`src/hw/rtl/ebnf_grammar_tokenizer_top_defines.svh`:
```
// Assertion macros shared by the tokenizer RTL.
// No dependencies; the including module must provide clk_i and rst_ni.
`ifndef EBNF_GRAMMAR_TOKENIZER_TOP_DEFINES_SVH
`define EBNF_GRAMMAR_TOKENIZER_TOP_DEFINES_SVH

// Concurrent assertion on an explicit clock and active-low reset.
`define EGT_ASSERT_CLK(label, clk, rstn, prop, msg) \
  label: assert property (@(posedge clk) disable iff (!rstn) prop) else $error(msg);

// Concurrent assertion on the block clock and reset.
`define EGT_ASSERT(label, prop, msg) \
  `EGT_ASSERT_CLK(label, clk_i, rst_ni, prop, msg)

`endif

```
`src/hw/rtl/egt_pkg.sv`:
```
// Types, codes and per-character lexer functions of the grammar tokenizer.
// No dependencies; imported by ebnf_grammar_tokenizer_top.
package egt_pkg;

  // Token length limit and the saturation point of the 8-bit length field.
  localparam int MAX_TOKEN_LEN = 255;
  localparam int LEN_W         = 8;
  localparam int LEN_CAP       = (MAX_TOKEN_LEN < 255) ? MAX_TOKEN_LEN : 255;

  // Result queue geometry.
  localparam int FIFO_DEPTH = 4;
  localparam int PTR_W      = $clog2(FIFO_DEPTH);
  localparam int CNT_W      = $clog2(FIFO_DEPTH + 1);

  // Configuration register indexes.
  localparam logic REG_KEEP_WS = 1'b0;

  // Token kinds.
  localparam logic [3:0] KIND_IDENT   = 4'd0;
  localparam logic [3:0] KIND_SQ      = 4'd1;
  localparam logic [3:0] KIND_DQ      = 4'd2;
  localparam logic [3:0] KIND_COMMA   = 4'd3;
  localparam logic [3:0] KIND_SEMI    = 4'd4;
  localparam logic [3:0] KIND_BAR     = 4'd5;
  localparam logic [3:0] KIND_MINUS   = 4'd6;
  localparam logic [3:0] KIND_EQUALS  = 4'd7;
  localparam logic [3:0] KIND_PAREN   = 4'd8;
  localparam logic [3:0] KIND_CURLY   = 4'd9;
  localparam logic [3:0] KIND_SQUARE  = 4'd10;
  localparam logic [3:0] KIND_SPACE   = 4'd11;
  localparam logic [3:0] KIND_NONE    = 4'd12;

  // Error codes.
  localparam logic [1:0] ERR_NONE        = 2'd0;
  localparam logic [1:0] ERR_UNRECOG     = 2'd1;
  localparam logic [1:0] ERR_UNCLOSED_SQ = 2'd2;
  localparam logic [1:0] ERR_UNCLOSED_DQ = 2'd3;

  // Request types.
  localparam logic REQ_BYTE = 1'b0;
  localparam logic REQ_EOI  = 1'b1;

  // Characters the lexer knows by value.
  localparam logic [7:0] CH_HASH    = 8'h23;
  localparam logic [7:0] CH_SQUOTE  = 8'h27;
  localparam logic [7:0] CH_DQUOTE  = 8'h22;
  localparam logic [7:0] CH_COMMA   = 8'h2C;
  localparam logic [7:0] CH_SEMI    = 8'h3B;
  localparam logic [7:0] CH_BAR     = 8'h7C;
  localparam logic [7:0] CH_MINUS   = 8'h2D;
  localparam logic [7:0] CH_EQUALS  = 8'h3D;
  localparam logic [7:0] CH_LPAREN  = 8'h28;
  localparam logic [7:0] CH_RPAREN  = 8'h29;
  localparam logic [7:0] CH_LCURLY  = 8'h7B;
  localparam logic [7:0] CH_RCURLY  = 8'h7D;
  localparam logic [7:0] CH_LSQUARE = 8'h5B;
  localparam logic [7:0] CH_RSQUARE = 8'h5D;
  localparam logic [7:0] CH_SLASH   = 8'h2F;
  localparam logic [7:0] CH_NEWLINE = 8'h0A;
  localparam logic [7:0] CH_UNDER   = 8'h5F;
  localparam logic [7:0] CH_SPACE   = 8'h20;

  // Lexer mode, one-hot.
  typedef enum logic [5:0] {
    MODE_IDLE  = 6'b000001,
    MODE_HASH  = 6'b000010,
    MODE_IDENT = 6'b000100,
    MODE_SQ    = 6'b001000,
    MODE_DQ    = 6'b010000,
    MODE_ERR   = 6'b100000
  } mode_e;

  typedef struct packed {
    logic [3:0]       kind;
    logic [LEN_W-1:0] len;
    logic             sat;
    logic [1:0]       err;
  } result_t;

  typedef struct packed {
    result_t res;
    logic    last;
  } out_item_t;

  typedef struct packed {
    mode_e            mode;
    logic [LEN_W-1:0] count;
    logic             ovf;
  } lex_state_t;

  // Outcome of one lexer step: new state and up to two results.
  typedef struct packed {
    lex_state_t st;
    logic [1:0] n;
    result_t    r0;
    result_t    r1;
  } lex_out_t;

  function automatic result_t mk_result(input logic [3:0] kind,
                                        input logic [LEN_W-1:0] len,
                                        input logic sat,
                                        input logic [1:0] err);
    result_t r;
    r.kind = kind;
    r.len  = len;
    r.sat  = sat;
    r.err  = err;
    return r;
  endfunction

  function automatic logic is_letter(input logic [7:0] c);
    return c inside {[8'h41:8'h5A], [8'h61:8'h7A]};
  endfunction

  function automatic logic is_ident_tail(input logic [7:0] c);
    return is_letter(c) || (c inside {[8'h30:8'h39]}) || (c == CH_UNDER);
  endfunction

  function automatic logic is_space(input logic [7:0] c);
    return (c == CH_SPACE) || (c inside {[8'h09:8'h0D]});
  endfunction

  // Count one more token character, saturating at the cap.
  function automatic lex_state_t bump(input lex_state_t st);
    lex_state_t o;
    o = st;
    if (st.count >= LEN_W'(LEN_CAP)) begin
      o.ovf = 1'b1;
    end else begin
      o.count = st.count + LEN_W'(1);
    end
    return o;
  endfunction

  // Start a new token on character c from the idle mode.
  function automatic lex_out_t lex_begin(input logic [7:0] c, input logic keep_ws);
    lex_out_t   o;
    logic [3:0] kind;
    o.st.mode  = MODE_IDLE;
    o.st.count = LEN_W'(1);
    o.st.ovf   = 1'b0;
    o.n        = 2'd0;
    o.r0       = mk_result(KIND_NONE, '0, 1'b0, ERR_NONE);
    o.r1       = o.r0;
    kind       = KIND_NONE;
    case (c)
      CH_HASH:              o.st.mode = MODE_HASH;
      CH_SQUOTE:            o.st.mode = MODE_SQ;
      CH_DQUOTE:            o.st.mode = MODE_DQ;
      CH_COMMA:             kind = KIND_COMMA;
      CH_SEMI:              kind = KIND_SEMI;
      CH_BAR:               kind = KIND_BAR;
      CH_MINUS:             kind = KIND_MINUS;
      CH_EQUALS:            kind = KIND_EQUALS;
      CH_LPAREN, CH_RPAREN: kind = KIND_PAREN;
      CH_LCURLY, CH_RCURLY: kind = KIND_CURLY;
      CH_LSQUARE, CH_RSQUARE: kind = KIND_SQUARE;
      default: ;
    endcase
    if (o.st.mode == MODE_IDLE) begin
      if (kind != KIND_NONE) begin
        o.n  = 2'd1;
        o.r0 = mk_result(kind, LEN_W'(1), 1'b0, ERR_NONE);
      end else if (is_space(c)) begin
        if (keep_ws) begin
          o.n  = 2'd1;
          o.r0 = mk_result(KIND_SPACE, LEN_W'(1), 1'b0, ERR_NONE);
        end
      end else begin
        o.n       = 2'd1;
        o.r0      = mk_result(KIND_NONE, '0, 1'b0, ERR_UNRECOG);
        o.st.mode = MODE_ERR;
      end
    end
    return o;
  endfunction

  // One character through the lexer from state st.
  function automatic lex_out_t lex_step(input lex_state_t st, input logic [7:0] c,
                                        input logic keep_ws);
    lex_out_t   o;
    lex_out_t   b;
    lex_state_t nb;
    o.st = st;
    o.n  = 2'd0;
    o.r0 = mk_result(KIND_NONE, '0, 1'b0, ERR_NONE);
    o.r1 = o.r0;
    b    = lex_begin(c, keep_ws);
    nb   = bump(st);
    case (st.mode)
      MODE_ERR: ;
      MODE_HASH: begin
        if (is_letter(c)) begin
          o.st      = nb;
          o.st.mode = MODE_IDENT;
        end else begin
          o.n       = 2'd1;
          o.r0      = mk_result(KIND_NONE, '0, 1'b0, ERR_UNRECOG);
          o.st.mode = MODE_ERR;
        end
      end
      MODE_IDENT: begin
        if (is_ident_tail(c)) begin
          o.st = nb;
        end else begin
          // The identifier ends here and c opens the next token.
          o.st = b.st;
          o.n  = b.n + 2'd1;
          o.r0 = mk_result(KIND_IDENT, st.count, st.ovf, ERR_NONE);
          o.r1 = b.r0;
        end
      end
      MODE_SQ, MODE_DQ: begin
        o.st = nb;
        if ((st.mode == MODE_SQ && c == CH_SQUOTE) ||
            (st.mode == MODE_DQ && c == CH_DQUOTE)) begin
          o.n       = 2'd1;
          o.r0      = mk_result((st.mode == MODE_SQ) ? KIND_SQ : KIND_DQ,
                                nb.count, nb.ovf, ERR_NONE);
          o.st.mode = MODE_IDLE;
        end
      end
      default: o = b;
    endcase
    return o;
  endfunction

endpackage

```
`src/hw/rtl/ebnf_grammar_tokenizer_top.sv`:
```
// Streaming grammar tokenizer: comment strip, lexer and result queue.
// Depends on egt_pkg and ebnf_grammar_tokenizer_top_defines.svh.
//
//   Channel   Direction  Handshake                 Payload
//   input     in         in_valid_i / in_stall_o   req_type_i, char_byte_i
//   result    out        out_valid_o / out_stall_i token_kind_o .. is_last_o
//   config    in         APB psel/penable/pready   paddr, pwdata, prdata
//
// One item is taken per cycle while in_stall_o is low; its zero to two
// results land in a four-entry result queue in the same edge and leave it
// one per cycle while out_stall_i is low. The input stalls while fewer than
// two queue entries are free, so an item with two results always has room.
// Reset clears the lexer state, the queue pointers and keep_whitespace.
// A result waits in the queue while out_stall_i is high; input keeps flowing
// until three entries are held.

`include "ebnf_grammar_tokenizer_top_defines.svh"

module ebnf_grammar_tokenizer_top (
  input  logic        clk_i,
  input  logic        rst_ni,
  // Input items
  input  logic        in_valid_i,
  output logic        in_stall_o,
  input  logic        req_type_i,
  input  logic [7:0]  char_byte_i,
  // Result items
  output logic        out_valid_o,
  input  logic        out_stall_i,
  output logic [3:0]  token_kind_o,
  output logic [egt_pkg::LEN_W-1:0] token_length_o,
  output logic        length_saturated_o,
  output logic [1:0]  error_code_o,
  output logic        is_last_o,
  // Configuration
  input  logic        psel,
  input  logic        penable,
  input  logic        pwrite,
  input  logic [2:0]  paddr,
  input  logic [31:0] pwdata,
  output logic [31:0] prdata,
  output logic        pready
);
  import egt_pkg::*;

  // Configuration register.
  logic keep_ws_q;
  logic cfg_we;

  assign pready = 1'b1;
  assign cfg_we = psel && penable && pwrite && pready && (paddr[2] == REG_KEEP_WS);
  assign prdata = (paddr[2] == REG_KEEP_WS) ? {31'b0, keep_ws_q} : 32'b0;

  always_ff @(posedge clk_i or negedge rst_ni) begin
    if (!rst_ni) begin
      keep_ws_q <= 1'b0;
    end else if (cfg_we) begin
      keep_ws_q <= pwdata[0];
    end
  end

  // Stream state.
  lex_state_t st_q, st_d;
  logic       slash_q, slash_d;
  logic       inlc_q, inlc_d;

  // Result queue.
  out_item_t        fifo_q [FIFO_DEPTH];
  logic [PTR_W-1:0] wr_ptr_q, rd_ptr_q;
  logic [CNT_W-1:0] cnt_q;

  logic in_acc, out_acc, is_eoi, not_err;
  logic eoi_acc, st_clear;
  logic do_a, do_b;
  lex_out_t   lex_a, lex_b;
  lex_state_t st_s1;
  logic [1:0] na, nb, push_n;
  result_t    b_r0, b_r1, res0, res1, flush_r, none_r;
  logic       flush_v;

  assign in_stall_o = (cnt_q > CNT_W'(FIFO_DEPTH - 2));
  assign in_acc     = in_valid_i && !in_stall_o;
  assign out_valid_o = (cnt_q != '0);
  assign out_acc    = out_valid_o && !out_stall_i;
  assign is_eoi     = (req_type_i == REQ_EOI);
  assign not_err    = (st_q.mode != MODE_ERR);

  // A held slash goes to the lexer when the next byte is not a slash, or at
  // end of input; the current byte follows it unless a comment swallows it.
  assign do_a = not_err && slash_q && !inlc_q && (is_eoi || char_byte_i != CH_SLASH);
  assign do_b = !is_eoi && not_err &&
                (inlc_q ? (char_byte_i == CH_NEWLINE) : (char_byte_i != CH_SLASH));

  assign lex_a = lex_step(st_q, CH_SLASH, keep_ws_q);
  assign st_s1 = do_a ? lex_a.st : st_q;
  assign na    = do_a ? lex_a.n : 2'd0;
  assign lex_b = lex_step(st_s1, char_byte_i, keep_ws_q);

  // End-of-input flush of whatever token is open.
  always_comb begin
    flush_v = 1'b1;
    flush_r = mk_result(KIND_NONE, '0, 1'b0, ERR_NONE);
    case (st_s1.mode)
      MODE_IDENT: flush_r = mk_result(KIND_IDENT, st_s1.count, st_s1.ovf, ERR_NONE);
      MODE_HASH:  flush_r = mk_result(KIND_NONE, '0, 1'b0, ERR_UNRECOG);
      MODE_SQ:    flush_r = mk_result(KIND_NONE, '0, 1'b0, ERR_UNCLOSED_SQ);
      MODE_DQ:    flush_r = mk_result(KIND_NONE, '0, 1'b0, ERR_UNCLOSED_DQ);
      default:    flush_v = 1'b0;
    endcase
  end

  // Second result source: the byte's own lexer step, or the flush.
  always_comb begin
    none_r = mk_result(KIND_NONE, '0, 1'b0, ERR_NONE);
    b_r1   = lex_b.r1;
    if (is_eoi) begin
      b_r0 = flush_v ? flush_r : none_r;
      nb   = (flush_v || na == 2'd0) ? 2'd1 : 2'd0;
    end else begin
      b_r0 = lex_b.r0;
      nb   = do_b ? lex_b.n : 2'd0;
    end
  end

  // Merge the two sources in order; together they never exceed two.
  always_comb begin
    res0   = (na != 2'd0) ? lex_a.r0 : b_r0;
    res1   = (na == 2'd2) ? lex_a.r1 : ((na == 2'd1) ? b_r0 : b_r1);
    push_n = in_acc ? (na + nb) : 2'd0;
  end

  // Next stream state.
  always_comb begin
    st_d    = st_q;
    slash_d = slash_q;
    inlc_d  = inlc_q;
    if (in_acc) begin
      if (is_eoi) begin
        st_d.mode  = MODE_IDLE;
        st_d.count = '0;
        st_d.ovf   = 1'b0;
        slash_d    = 1'b0;
        inlc_d     = 1'b0;
      end else if (not_err) begin
        st_d = do_b ? lex_b.st : st_s1;
        if (inlc_q) begin
          inlc_d = (char_byte_i != CH_NEWLINE);
        end else begin
          inlc_d  = slash_q && (char_byte_i == CH_SLASH);
          slash_d = !slash_q && (char_byte_i == CH_SLASH);
        end
      end
    end
  end

  always_ff @(posedge clk_i or negedge rst_ni) begin
    if (!rst_ni) begin
      st_q.mode  <= MODE_IDLE;
      st_q.count <= '0;
      st_q.ovf   <= 1'b0;
      slash_q    <= 1'b0;
      inlc_q     <= 1'b0;
    end else begin
      st_q    <= st_d;
      slash_q <= slash_d;
      inlc_q  <= inlc_d;
    end
  end

  // Queue pointers and fill count.
  always_ff @(posedge clk_i or negedge rst_ni) begin
    if (!rst_ni) begin
      wr_ptr_q <= '0;
      rd_ptr_q <= '0;
      cnt_q    <= '0;
    end else begin
      wr_ptr_q <= wr_ptr_q + PTR_W'(push_n);
      rd_ptr_q <= rd_ptr_q + PTR_W'(out_acc);
      cnt_q    <= cnt_q + CNT_W'(push_n) - CNT_W'(out_acc);
    end
  end

  // Queue storage; the last result of a stream carries the end mark.
  always_ff @(posedge clk_i) begin
    if (push_n != 2'd0) begin
      fifo_q[wr_ptr_q] <= '{res: res0, last: is_eoi && (push_n == 2'd1)};
    end
    if (push_n == 2'd2) begin
      fifo_q[wr_ptr_q + PTR_W'(1)] <= '{res: res1, last: is_eoi};
    end
  end

  assign token_kind_o       = fifo_q[rd_ptr_q].res.kind;
  assign token_length_o     = fifo_q[rd_ptr_q].res.len;
  assign length_saturated_o = fifo_q[rd_ptr_q].res.sat;
  assign error_code_o       = fifo_q[rd_ptr_q].res.err;
  assign is_last_o          = fifo_q[rd_ptr_q].last;

  // Checks on the queue and the stream state.
  assign eoi_acc  = in_acc && is_eoi;
  assign st_clear = (st_q.mode == MODE_IDLE) && !slash_q && !inlc_q;

  `EGT_ASSERT(a_cnt_bound, cnt_q <= CNT_W'(FIFO_DEPTH), "result queue overfilled")
  `EGT_ASSERT(a_eoi_pushes, eoi_acc |-> (push_n != 2'd0), "end of input gave no result")
  `EGT_ASSERT(a_eoi_clears, eoi_acc |=> st_clear, "stream state not cleared after end of input")
  `EGT_ASSERT(a_slash_comment, !(slash_q && inlc_q), "slash held inside a line comment")

endmodule
```
`config.mk`:
```
export PLATFORM = sky130hd
export DESIGN_NAME = ebnf_grammar_tokenizer_top
export DESIGN_NICKNAME = d
export VERILOG_FILES = /design/src/hw/rtl/egt_pkg.sv /design/src/hw/rtl/ebnf_grammar_tokenizer_top.sv
export VERILOG_INCLUDE_DIRS = /design/src /design/src/hw/rtl
export SDC_FILE = /design/constraint.sdc
export NUM_CORES = 1
export LEC_CHECK = 0
export ABC_AREA = 1
export BUFFER_PORTS_ARGS = -buffer_cell sky130_fd_sc_hd__buf_2
export CORE_MARGIN = 1.5
export CORE_UTILIZATION = 58
export DETAILED_ROUTE_END_ITERATION = 16
export GPL_TIMING_DRIVEN = 0
export PLACE_DENSITY_LB_ADDON = 0.3
export SYNTH_ARGS = -nofsm -noshare
export SYNTH_HDL_FRONTEND = slang
export SYNTH_SLANG_ARGS = --single-unit
```
`constraint.sdc`:
```
create_clock -name clk_i -period 5.7 [get_ports clk_i]
set_input_delay 0 -clock clk_i [delete_from_list [all_inputs] [get_ports clk_i]]
set_output_delay 0 -clock clk_i [all_outputs]
set_load 0.01 [all_outputs]
```
Word-level counts from Yosys, hierarchy flattened:

Memories as Yosys holds them, arrays and structs flattened.
Index checks and enable logic that the tools add are counted.

* add/sub/neg operators: 9
* multiplexer cells: 55
* div/mod/pow operators: 0
* $lt $le $gt $ge: 11
* multiply operators: 0
* eq/ne operators: 38
* shift-type cells: 0
* bitwise gates (word level): 1
* reduce and logical (&&, ||, !) cells: 46

Operator list (number)
* $mux 15: 11
* $pmux 32 s4: 1
* $eq 8x6->1 const B: 11
* $pmux 15 s4: 1
* $mux 17: 3
* $eq 8x7->1 const B: 6
* $mux 16: 3
* $mux 6: 6
* $pmux 17 s2: 1
* $mux 32: 1
* $pmux 4 s8: 1
* $logic_and 1x1->1: 19
* $pmux 9 s2: 1
* $mux 1: 17
* $add 8x1->8 const B: 2
* $ge 8x7->1 const B: 2
* $ge 8x8->1 const B: 2
* $le 8x7->1 const B: 2
* $mux 8: 2
* $pmux 5 s3: 1
* $eq 6x2->1 const B: 2
* $eq 6x3->1 const B: 2
* $eq 6x4->1 const B: 2
* $eq 6x5->1 const B: 2
* other kinds (33): 59

* bits of input ports: 51
* memories kept: 1
* output and inout port bits: 51
* word-level logic and storage cells: 170
* bits in registers: 25
* memory bits (writable): 64
* latch bits: 0
* bits in read-only memories: 0

Memory list
* fifo_q: depth 4, bits a word 16, rd ports 1, clocked after Yosys merged registers in 0, wr ports 2, RTL line ebnf_grammar_tokenizer_top.sv:68 `out_item_t fifo_q [FIFO_DEPTH];`

Logic depth before layout (Yosys ltp):

Gate-level depths: netlist of the first run.

* depth after elaboration: 17
* depth in mapped cells: 28
* mapped depth without buffers: 28

Worst setup path before layout of the first run:

OpenSTA, ideal clock, no wires.

* kind: reg2reg
* start: register st_q[12] in the netlist's numbering
* end: memory fifo_q[3][0] in the netlist's numbering, enable pin
* cell stages (with the launch flop): 22
* data required time: 5.309 ns
* arrival: 3.657 ns
* period minus slack after synthesis: 4.048 ns
* buffers on the path: 0
* library setup time: 0.391 ns
* slack: 1.652 ns
* cell sequence: dfrtp_1 -> nor2_2 -> nand2_2 -> nor2_2 -> nor2_8 -> nand2_8 -> a21oi_4 -> nand3_4 -> nand2_1 -> nor2_2 -> inv_1 -> nor2_1 -> nor2_1 -> o21ai_0 -> a21oi_1 -> ha_1 -> inv_1 -> nor2_1 -> inv_1 -> nand2_1 -> inv_1 -> o21ai_1

RTL lines
* start, declared: RTL line ebnf_grammar_tokenizer_top.sv:63 `lex_state_t st_q, st_d;`
* start signal, assigned: RTL line ebnf_grammar_tokenizer_top.sv:164 `st_q <= st_d;`
* end, declared: RTL line ebnf_grammar_tokenizer_top.sv:68

Worst setup path in the final report of the first run:

* start: register st_q[13] in the netlist's numbering
* end: register cnt_q[2]

* word-level cells in the longest chain between the ends: 16
* elaborated cells between the ends (all ways): 37
* those cells by class: 3 x add/sub; 10 x eq/ne; 11 x mux; 13 x reduce/logical

RTL lines
* parallel branches: the longest is 12 deep, another holds $pmux 32 s4
* $add 2x2->2 (*): RTL line ebnf_grammar_tokenizer_top.sv:129 `push_n = in_acc ? (na + nb) : 2'd0;`
* $mux 2 (*): RTL line ebnf_grammar_tokenizer_top.sv:129
* $add 3x2->3 (*): RTL line ebnf_grammar_tokenizer_top.sv:179 `cnt_q <= cnt_q + CNT_W'(push_n) - CNT_W'(out_acc);`
* $sub 3x1->3 (*): RTL line ebnf_grammar_tokenizer_top.sv:179
* end signal, assigned: RTL line ebnf_grammar_tokenizer_top.sv:179
* end, declared: RTL line ebnf_grammar_tokenizer_top.sv:70 `logic [CNT_W-1:0] cnt_q;`

Every way passes the cells marked *.
A chain may end at the register's enable or synchronous reset.

==> results of run 1 <==
## cells in the mapped netlist (all sizes together)
library cell and instances:
clkbuf 15, a22oi 2, ha 8, nand2 289, fa 1, nor4 1, nand4 12, edfxtp 64
o31ai 1, xor2 4, dfstp 1, nand3 93, o21ai 71, o21a 1, a211oi 4, buf 42
dfrtp 24, o211ai 12, nor2 108, conb 2, nor3 7, a31o 1, a31oi 1, inv 125
a21oi 31, xnor2 5, o22ai 16
## metrics by stage
stage	util [%]	std cells	area [um2]	setup WS (ns)
floorplan	-	971	6910	1.65
global placement	63.6	1150	7260	0.680
detailed placement	63.8	1151	7280	1.21
CTS	66.4	1170	7590	1.15
global route	66.4	1170	7590	0.728
finish	66.4	1170	7590	1.10
## what timing repair did
| action | in CTS | in global routing |
|---|---|---|
| hold buffers | 3 | 0 |
| endpoints found under the hold margin | 25 | 0 |
| gates resized for setup | 0 | 0 |
## worst reg2reg max path: cells and delay by family (launching register included)
kind                     cells  cell delay, ns
XOR/XNOR                     2            0.40
AND/OR/NAND/NOR             11            1.62
buffers and inverters        6            0.63
flip-flops                   1            0.46
adder cells (fa/ha/maj)      4            1.20
AO/OA/AOI/OAI                2            0.21
## registers in the layout (all words and copies together) (netlist names)
name and cells:
inlc_q 1, slash_q 1, keep_ws_q 1, st_q 15, fifo_q 64, cnt_q 3, rd_ptr_q 2, wr_ptr_q 2
## logic make-up (layout without fill, tap and decap cells)
logic type                 count (synthesis)  count (layout)  share of synthesized area [%]
xor gates and xnor gates                   9               9                           1.38
buffers and inverters                    182             238                           12.6
AOI/OAI and AO/OA                        140             140                           11.9
other                                      2              32                          0.111
adders and majority gates                  9               9                           1.77
DFF                                       89              89                           37.5
and+or+nand+nor                          510             510                           34.7
## layer usage
layer  vias to the layer above  wire length, um  GRT usage (%)
met3                        42             1510           4.10
met5                         -                0              0
met1                      2884             7180           37.4
li1                       3181                -              -
met2                       340             8450           49.5
met4                         0              521           14.3
## power by group through the flow
stage	Clock, mW	Combinational [mW]	Sequential, mW
2_1_floorplan	0	1.23	0.998
3_3_place_gp	0	1.64	1.03
3_5_place_dp	0	1.69	1.03
4_1_cts	0.566	1.70	1.02
5_1_grt	0.589	1.92	1.04
6_report	0.567	1.72	1.02
## cell type report
class                   count  area [um2]  share of cell area, %
clock inverters             6        43.8                  0.577
clock buffers              10         229                   3.02
flip-flops and latches     89        2550                   33.6
multi-input cells         700        3510                   46.2
repair buffers             40         221                   2.92
well taps                 143         179                   2.36
inverters                 125         469                   6.19
plain buffers              57         388                   5.11
## worst min path at each step
| stage | cells after the start | end | slack [ns] |
|---|---|---|---|
| 2_1_floorplan | 0 | cnt_q[0]$_DFF_PN0_ | -0.30 |
| 3_3_place_gp | 1 | st_q[5]$_DFFE_PN0P_ | 0.04 |
| 3_5_place_dp | 1 | st_q[5]$_DFFE_PN0P_ | 0.03 |
| 4_1_cts | 3 | rd_ptr_q[0]$_DFF_PN0_ | 0.09 |
| 5_1_grt | 3 | rd_ptr_q[0]$_DFF_PN0_ | 0.13 |
| 6_report | 3 | rd_ptr_q[0]$_DFF_PN0_ | 0.09 |
## placed cells by master, fill, tap and decap left out, types with 3 or more instances in the layout
cell type,Yosys,layout
inv_1,121,121
buf_4,34,34
o211ai_1,11,11
nor2_8,3,3
nand2_4,5,5
nor2_4,7,7
dfrtp_1,24,24
nor2_2,5,5
nand2_1,276,276
xor2_1,4,4
inv_2,4,4
nor3_1,7,7
xnor2_1,3,3
nand3_2,3,3
a21oi_1,29,29
o21ai_1,5,3
clkinvlp_4,0,3
edfxtp_1,64,64
nor2_1,93,93
ha_1,8,8
o22ai_1,16,16
nand4_1,12,12
dlygate4sd3_1,0,3
buf_2,1,37
conb_1,2,32
clkbuf_1,15,16
clkbuf_16,0,9
nand3_4,7,7
nand2_2,7,7
buf_6,6,7
o21ai_0,66,66
nand3_1,83,83
==> run summary, run 1 <==
Status: complete, no violations
DP Wirelength: 13.1 mm
Hold crit path type: in2reg
Final Hold Viols: 0
Vias in the first global route: 6133
CTS H-tree depth: 3
CTS clk-pin slew, worst paths: 0.07 ns
Yosys cell types: 45
Register area share after synthesis: 37.5%
TritonCTS clock tree: built
Pwr/cell area: 437 nW/um2
Yosys reg bits: 89
Total of warnings raised by yosys: 0
Synth top area share: 28.3%
DRT iter0 DRCs: 619
Final nets: 1082
Reg power frac: 30.9%
All-Layer GR Usage: 29.4%
Synth area leader: edfxtp_1
Critical path data arrival time: 4.86 ns
Wire per inst: 15.1 um
Residual DRC: 0
Final Skew: 0.00715 ns
Cell Rows: 39
Setup Viol. Count Final: 0
P_int: 1.74 mW
Max_cap viols: 0
Worst r2r path cells: 25
Die X: 111 um
Top Family by Delay on Critical Path: simple AND/OR/NAND/NOR gates
Combinational share of power: 52.0%
WS Path Type: reg2reg
Critical Path Start Type: flop
Worst Hold Slack: 0.0876 ns
Layout cells sized above 1: 14.1%
Drt via density: 5.51
Synth Cell Area: 6790 um2
WP buf/inv: 6
Slew Viols, Final: 0
Initial Util: 59.5%
Layout area overhead: 11.7%
Crit-path most repeated cell: inv_1
Routability Congestion: 0.973
CP Capture Point: cnt_q[2]$_DFF_PN0_
Num Clock Sinks: 89
Die area: 12400 um2
ANT cells: 0
Final WL: 17.7 mm
CTS Buf Count: 9
Initial DRT Pass Iterations: 8
Clock power frac: 17.1%
Crit-path max FO: 10
CTS Root Cell: clkbuf_16
Die Span Y: 111 um
Tmin final: 4.60 ns
Switching Fraction: 47.6%
Worst Setup SP: st_q[13]$_DFFE_PN0P_
Psw: 1.58 mW
P_leak: 3.76 nW
RSZ-0062 raised after global routing: false
Initial antenna violation count: 0
Layout fillers: 1028
Count of input and output buffers: 36
Post-route setup TNS: 0 ns
Worst slew pin tran: 0.949 ns
Mean post-synth cell area: 7.22 um2
Core Area: 11400 um2
Crit. End Element: flop
Max frequency: 218 MHz
Synth Instances: 941
Crit path largest cell delay: 0.46 ns
Peak VDD IR: 0.000340 V
First-pass GRT wire length: 29.2 mm
Hold Path Origin: out_stall_i
Largest net degree at the start of global routing: 26
Grt total ovfl: 0
Antenna Nets Post-Route: 0
Crit path max-delay cell type: dfrtp_1
Top Ports: 102
Final period util: 80.6%
R2R setup slack: 1.10 ns
Vias: 6447
R2R Path End: cnt_q[2]$_DFF_PN0_
Total power: 3.32 mW
Worst Path Required: 5.97 ns
WP depth: 25
Rel. slew slack: 36.7%
Latest clock arrival within the worst-skew pair: 0.35 ns
Max Root-Sink Buffers: 2
Worst r2r src: st_q[13]$_DFFE_PN0P_
Setup Buffers After CTS: 0
Top cells by area, synth: edfxtp_1 28%, nand2_1 15%, dfrtp_1 8.8%
Power figures use the tool's default switching activity.
==> run 2: changes to the inputs <==
ABC_AREA = 0   (was 1)
CORE_UTILIZATION = 52   (was 58)
clock period = 3.8 ns   (was 5.7 ns; I/O delays follow)
==> run summary, run 2 <==
Status: finished, violations left (was complete, no violations)
Failing checks: setup timing
Crit path max-delay cell type: or4_4 (was dfrtp_1)
Die Span Y: 113 um (was 111 um)
Total power: 3.56 mW (was 3.32 mW)
Drt via density: 6.46 (was 5.51)
Setup WS pre-CTS: -1.31 ns (was 1.21 ns)
Yosys reg bits: 89 (unchanged)
Post-synth EDFFs: 64 (unchanged)
Pwr/cell area: 443 nW/um2 (was 437 nW/um2)
P_leak: 3.18 nW (was 3.76 nW)
WS Path Type: reg2reg (unchanged)
Initial DRT Pass Iterations: 8 (unchanged)
Most flop-heavy register: fifo_q (unchanged)
Peak VDD IR: 0.000243 V (was 0.000340 V)
Worst Setup SP: st_q[12]$_DFFE_PN0P_ (was st_q[13]$_DFFE_PN0P_)
Final Hold Viols: 0 (unchanged)
Synth Cell Area: 6260 um2 (was 6790 um2)
Synth top area share: 30.7% (was 28.3%)
Top_reg_cell synth: edfxtp_1 (unchanged)
Setup WS post-layout: -0.266 ns (was 1.10 ns)
Most common cell in the synthesized netlist: nor2_1 (was nand2_1)
RSZ-0062 raised after global routing: true (was false)
Worst Path Required: 3.90 ns (was 5.97 ns)
CTS clk-pin slew, worst paths: 0.07 ns (about the same)
Critical path data arrival time: 4.17 ns (was 4.86 ns)
R2R setup slack: -0.27 ns (was 1.10 ns)
First-pass GRT wire length: 30.2 mm (was 29.2 mm)
Vias in the first global route: 5615 (was 6133)
All-Layer GR Usage: 30.7% (was 29.4%)
Final WL: 19.4 mm (was 17.7 mm)
Largest net degree at the start of global routing: 26 (unchanged)
Rel. slew slack: 19.6% (was 36.7%)
Vias: 5953 (was 6447)
Tmin final: 4.07 ns (was 4.60 ns)
Max_cap viols: 0 (unchanged)
Commonest cells after routing, fill and taps aside: 71 x buf_4, 69 x nor2_1, 64 x edfxtp_1, 51 x nand2_1, 37 x buf_2 (was 276 x nand2_1, 121 x inv_1, 93 x nor2_1, 83 x nand3_1, 66 x o21ai_0)
Worst r2r path cells: 15 (was 25)
Cell Rows: 39 (unchanged)
CTS Root Cell: clkbuf_16 (unchanged)
Mean post-synth cell area: 9.88 um2 (was 7.22 um2)
Biggest regs: fifo_q x64, st_q x15, cnt_q x3 (unchanged)
Critical Path Start Type: flop (unchanged)
Setup Viol. Count Final: 121 (was 0)
TritonCTS clock tree: built (unchanged)
Crit. End Element: flop (unchanged)
Worst slew pin tran: 1.20 ns (was 0.949 ns)
Crit-path most repeated cell: or4_4 (was inv_1)
Die area: 12700 um2 (was 12400 um2)
Die X: 113 um (was 111 um)
Worst-path cell chain: xnor2_2 -> or4_4 -> nand4_1 -> nor2_4 -> nor2_1 -> a21oi_1 -> nor3_1 -> o21ai_1 -> ha_2 -> xor2_2 -> or4_4 -> a21o_4 -> nor4b_4 -> buf_6 -> mux2_4
Routability Congestion: 0.946 (was 0.973)
Max frequency: 246 MHz (was 218 MHz)
Layout area overhead: 28.5% (was 11.7%)
Count of input and output buffers: 34 (was 36)
ANT cells: 0 (unchanged)
Crit path largest cell delay: 0.58 ns (was 0.46 ns)
Slew Viols, Final: 0 (unchanged)
Antenna Nets Post-Route: 0 (unchanged)
Crit-path max FO: 5 (was 10)
Core Util, Final: 69.6% (was 66.4%)
Wire per inst: 21.1 um (was 15.1 um)
Layout cells sized above 1: 31.5% (was 14.1%)
DRT iter0 DRCs: 866 (was 619)
Placed Cells: 841 (was 1151)
Synth Instances: 634 (was 941)
Worst r2r src: st_q[12]$_DFFE_PN0P_ (was st_q[13]$_DFFE_PN0P_)
CTS H-tree depth: 3 (unchanged)
CTS Buf Count: 9 (unchanged)
DP Wirelength: 12.2 mm (was 13.1 mm)
Num Clock Sinks: 89 (unchanged)
Initial Util: 54.2% (was 59.5%)
R2R Path End: fifo_q[2][14]$_DFFE_PP_ (was cnt_q[2]$_DFF_PN0_)
Core Area: 11600 um2 (was 11400 um2)
Max Root-Sink Buffers: 2 (unchanged)
Residual DRC: 0 (unchanged)
Top cells by area, synth: edfxtp_1 31%, dfrtp_1 9.6%, mux4_2 5.8% (was edfxtp_1 28%, nand2_1 15%, dfrtp_1 8.8%)
Finished Layout Cells: 921 (was 1170)
Post-route setup TNS: -18.69 ns (was 0 ns)
Most common cell after layout, fill and taps aside: buf_4 (was nand2_1)
Grt total ovfl: 0 (unchanged)
Register area share after synthesis: 40.7% (was 37.5%)
Final period util: 107% (was 80.6%)
Hold crit path type: in2reg (unchanged)
Yosys cell types: 80 (was 45)
Initial antenna violation count: 0 (unchanged)
DP Area: 6830 um2 (was 7280 um2)
Final nets: 833 (was 1082)
Synth area leader: edfxtp_1 (unchanged)
FFs w/ async S/R, synth: 28.1% (unchanged)
Top Ports: 102 (unchanged)
Final Skew: 0.0176 ns (was 0.00715 ns)
Total of warnings raised by yosys: 0 (unchanged)
Latest clock arrival within the worst-skew pair: 0.36 ns (was 0.35 ns)
CP Capture Point: fifo_q[2][14]$_DFFE_PP_ (was cnt_q[2]$_DFF_PN0_)
Synth cell count leaders: 70 x nor2_1, 64 x edfxtp_1, 53 x nand2_1 (was 276 x nand2_1, 121 x inv_1, 93 x nor2_1)
Largest register FFs: 64 (unchanged)
Final instance area: 8050 um2 (was 7590 um2)
Worst Hold Slack: 0.0992 ns (was 0.0876 ns)
-- run 2: cell count changes after synthesis, moves of 10 or more --
| cell | before | now |
|---|---|---|
| nor2_1 | 93 | 70 |
| nand3_1 | 83 | 15 |
| mux2i_1 | 0 | 19 |
| and3_1 | 0 | 10 |
| o21ai_0 | 66 | 34 |
| clkbuf_1 | 15 | 30 |
| nand2_1 | 276 | 53 |
| inv_1 | 121 | 14 |
| mux4_2 | 0 | 16 |
-- run 2: layout make-up --
class | count | area [um2]
flip-flops and latches | 89 | 2560
multi-input cells | 490 | 3680
inverters | 17 | 63.8
clock buffers | 11 | 233
plain buffers | 64 | 444
well taps | 143 | 179
repair buffers | 102 | 836
clock inverters | 5 | 57.6
fillers | 839 | 3520
-- run 2: timing repair --
item / CTS / global route
setup endpoints to repair: 134 / 137
gates resized for setup: 63 / 26
pin swaps: 17 / 14
hold buffers: 3 / 0
gates cloned: 2 / 0
buffers inserted: 57 / 10
endpoints found under the hold margin: 25 / 0
-- run 2: metal layers --
metal  wire [um]  part of all wire, %  global-route usage, %
met2        9110                   47                   49.0
met1        7420                   38                   40.3
met3        1840                  9.4                   5.03
met4        1070                  5.5                   17.0
met5           0                    0                  0.392
-- run 2: worst min path at each step --
stage	from	slack [ns]	end	cells after the start
2_1_floorplan	rst_ni	-0.30	cnt_q[0]$_DFF_PN0_	0
3_3_place_gp	rst_ni	0.07	keep_ws_q$_DFFE_PN0P_	1
3_5_place_dp	rst_ni	0.09	keep_ws_q$_DFFE_PN0P_	1
4_1_cts	out_stall_i	0.08	rd_ptr_q[0]$_DFF_PN0_	3
5_1_grt	out_stall_i	0.11	rd_ptr_q[0]$_DFF_PN0_	3
6_report	out_stall_i	0.1	rd_ptr_q[0]$_DFF_PN0_	3
-- run 2: worst max-delay path: cells and delay by family (launching register included) --
family | cells | cell delay (ns)
AOI/OAI and AO/OA | 3 | 0.40
xor gates and xnor gates | 2 | 0.34
buffers and inverters | 1 | 0.18
and+or+nand+nor | 7 | 1.93
muxes | 1 | 0.30
adders and majority gates | 1 | 0.21
DFF | 1 | 0.43
-- run 2: power breakdown --
part | internal (mW) | switching, mW
clock network | 0.511 | 0.399
registers | 1.17 | 0.0807
logic | 0.644 | 0.764
total | 2.32 | 1.24
-- run 2: kinds of logic after synthesis --
group	count (synthesis)	share of synthesized area (%)
other	2	0.120
AND/OR/NAND/NOR	223	18.0
AO/OA/AOI/OAI	167	19.5
flip-flops	89	40.7
XOR/XNOR	13	1.82
buffers and inverters	86	7.31
adder cells (fa/ha/maj)	9	1.92
multiplexers	45	10.7
==> run 3: changes to the inputs <==
SETUP_SLACK_MARGIN = 0.1   (was unset)
==> run summary, run 3 (synthesis gave the netlist of run 2 again) <==
Status: finished, violations left (unchanged)
Failing checks: setup timing (unchanged)
Wire per inst: 20.5 um (was 21.1 um)
Die Span Y: 113 um (unchanged)
Commonest cells after routing, fill and taps aside: 67 x nor2_1, 64 x edfxtp_1, 60 x buf_4, 52 x nand2_1, 37 x buf_2 (was 71 x buf_4, 69 x nor2_1, 64 x edfxtp_1, 51 x nand2_1, 37 x buf_2)
CTS clk-pin slew, worst paths: 0.07 ns (about the same)
Worst r2r path cells: 16 (was 15)
P_leak: 3.01 nW (was 3.18 nW)
Rel. slew slack: 9.35% (was 19.6%)
Largest net degree at the start of global routing: 26 (unchanged)
DP Wirelength: 12.4 mm (was 12.2 mm)
Biggest regs: fifo_q x64, st_q x15, cnt_q x3 (unchanged)
Setup WS post-layout: -0.355 ns (was -0.266 ns)
Crit-path max FO: 8 (was 5)
Max frequency: 241 MHz (was 246 MHz)
Switching Fraction: 35.0% (was 34.9%)
Clock power frac: 27.0% (was 25.5%)
Routability Congestion: 0.968 (was 0.946)
Pwr/cell area: 440 nW/um2 (was 443 nW/um2)
CTS H-tree depth: 3 (unchanged)
Setup WS pre-CTS: -1.34 ns (was -1.31 ns)
Cell Rows: 39 (unchanged)
Top Ports: 102 (unchanged)
Layout area overhead: 22.5% (was 28.5%)
Combinational share of power: 36.0% (was 39.5%)
Met2 GRT Util: 48.5% (was 49.0%)
Placed Cells: 842 (was 841)
R2R setup slack: -0.36 ns (was -0.27 ns)
WS Path Type: reg2reg (unchanged)
Max_cap viols: 0 (unchanged)
FF/Latch Area: 2550 um2 (was 2560 um2)
DRT iter0 DRCs: 607 (was 866)
Drt via density: 6.26 (was 6.46)
Antenna Nets Post-Route: 0 (unchanged)
Residual DRC: 0 (unchanged)
Latest clock arrival within the worst-skew pair: 0.35 ns (was 0.36 ns)
Initial antenna violation count: 0 (unchanged)
TritonCTS clock tree: built (unchanged)
Worst slew pin tran: 1.35 ns (was 1.20 ns)
DP Area: 6840 um2 (was 6830 um2)
Vias: 5607 (was 5953)
Setup Viol. Count Final: 119 (was 121)
Peak VDD IR: 0.000216 V (was 0.000243 V)
Grt total ovfl: 0 (unchanged)
First-pass GRT wire length: 29.0 mm (was 30.2 mm)
CTS Buf Count: 9 (unchanged)
Largest register FFs: 64 (unchanged)
Final WL: 18.3 mm (was 19.4 mm)
Final Hold Viols: 0 (unchanged)
Final Skew: 0.0103 ns (was 0.0176 ns)
M3 GR Usage: 6.91% (was 5.03%)
RSZ-0062 raised after global routing: true (unchanged)
ANT cells: 0 (unchanged)
P_int: 2.20 mW (was 2.32 mW)
Tmin final: 4.16 ns (was 4.07 ns)
Slew Viols, Final: 0 (unchanged)
Final period util: 109% (was 107%)
Crit. End Element: flop (unchanged)
Multi-input gate area: 3580 um2 (was 3680 um2)
Busiest grt layer: met2 (unchanged)
WHS Path Cells: 3 (unchanged)
All-Layer GR Usage: 29.5% (was 30.7%)
Final instance area: 7680 um2 (was 8050 um2)
Psw: 1.18 mW (was 1.24 mW)
Finished Layout Cells: 895 (was 921)
Most flop-heavy register: fifo_q (unchanged)
Initial Util: 54.2% (unchanged)
Core Area: 11600 um2 (unchanged)
Layout cells sized above 1: 27.5% (was 31.5%)
CTS Root Cell: clkbuf_16 (unchanged)
Vias in the first global route: 5371 (was 5615)
Die area: 12700 um2 (unchanged)
Die X: 113 um (unchanged)
Count of input and output buffers: 34 (unchanged)
Hold crit path type: in2reg (unchanged)
Critical path data arrival time: 4.16 ns (was 4.17 ns)
Critical Path Start Type: flop (unchanged)
Most common cell after layout, fill and taps aside: nor2_1 (was buf_4)
Max Root-Sink Buffers: 2 (unchanged)
Num Clock Sinks: 89 (unchanged)
Grt met1 use: 38.5% (was 40.3%)
Initial DRT Pass Iterations: 6 (was 8)
Worst Path Required: 3.81 ns (was 3.90 ns)
Final nets: 807 (was 833)
Reg power frac: 36.9% (was 35.0%)
Layout fillers: 919 (was 839)
run 3: cell types whose count changed in the layout (fill, tap and decap cells not counted), moves of 3 or more:
| cell | before | now |
|---|---|---|
| buf_6 | 23 | 9 |
| buf_4 | 71 | 60 |
| dfrtp_1 | 18 | 22 |
| dfrtp_2 | 6 | 2 |
| o21ai_0 | 29 | 32 |
run 3: final timing paths:
check / startpoint / end
setup / recovery: st_q[10]$_DFFE_PN0P_ / fifo_q[2][13]$_DFFE_PP_
setup reg to reg: st_q[10]$_DFFE_PN0P_ / fifo_q[2][13]$_DFFE_PP_
max in group asynchronous: rst_ni / st_q[10]$_DFFE_PN0P_
min in group asynchronous: rst_ni / wr_ptr_q[0]$_DFF_PN0_
hold / removal: pwrite / keep_ws_q$_DFFE_PN0P_
hold reg to reg: rd_ptr_q[0]$_DFF_PN0_ / rd_ptr_q[0]$_DFF_PN0_
run 3: final cells by class:
type	count	share of cell area, %
clock inverter	7	0.880
inverter	17	0.831
tap	143	2.33
clock buffer	9	2.93
multi-input combinational	490	46.6
timing repair buffer	74	7.07
sequential	89	33.2
buffer	66	6.11
run 3: per-layer routing:
| layer | wire length (um) | vias to the layer above | share of wire (%) |
|---|---|---|---|
| met2 | 8660 | 314 | 47 |
| met4 | 529 | 0 | 2.9 |
| li1 | - | 2566 | - |
| met3 | 1540 | 45 | 8.4 |
| met1 | 7610 | 2682 | 41 |
| met5 | 0 | - | 0 |
run 3: stage by stage:
stage	TNS [ns]	util [%]	hold WS, ns	power [mW]
floorplan	-32.78	-	-0.296	2.05
global placement	-108.92	59.1	0.0591	2.34
detailed placement	-115.10	59.2	0.0611	2.38
CTS	-35.01	66.1	0.0125	3.35
global route	-51.94	66.4	0.0362	3.53
finish	-31.01	66.4	0.0109	3.38
run 3: power groups by stage:
stage / Sequential (mW) / Clock [mW] / Combinational [mW]
6_report: 1.25 / 0.914 / 1.22
5_1_grt: 1.26 / 0.950 / 1.32
4_1_cts: 1.24 / 0.906 / 1.20
3_5_place_dp: 1.25 / 0 / 1.13
3_3_place_gp: 1.25 / 0 / 1.09
2_1_floorplan: 1.23 / 0 / 0.820
run 3: repair_timing:
item | CTS | global route
cloned | 2 | 1
buffers inserted | 34 | 1
pin swaps | 15 | 7
endpoints found under the hold margin | 25 | 0
hold buffers | 2 | 0
resized for setup | 43 | 5
endpoints found under the setup margin | 137 | 131
run 3: critical path, stage by stage, from the launching register on:
cell	delay (ns)
dfrtp_2	0.41
or2_4	0.23
or4_4	0.50
buf_8	0.14
nand4_1	0.16
nor2_4	0.06
nor2_2	0.08
a21oi_1	0.05
nor3_1	0.19
o21ai_1	0.09
ha_2	0.21
xor2_2	0.18
or4_4	0.57
a21o_4	0.25
nor4b_4	0.30
buf_6	0.17
o21bai_4	0.22
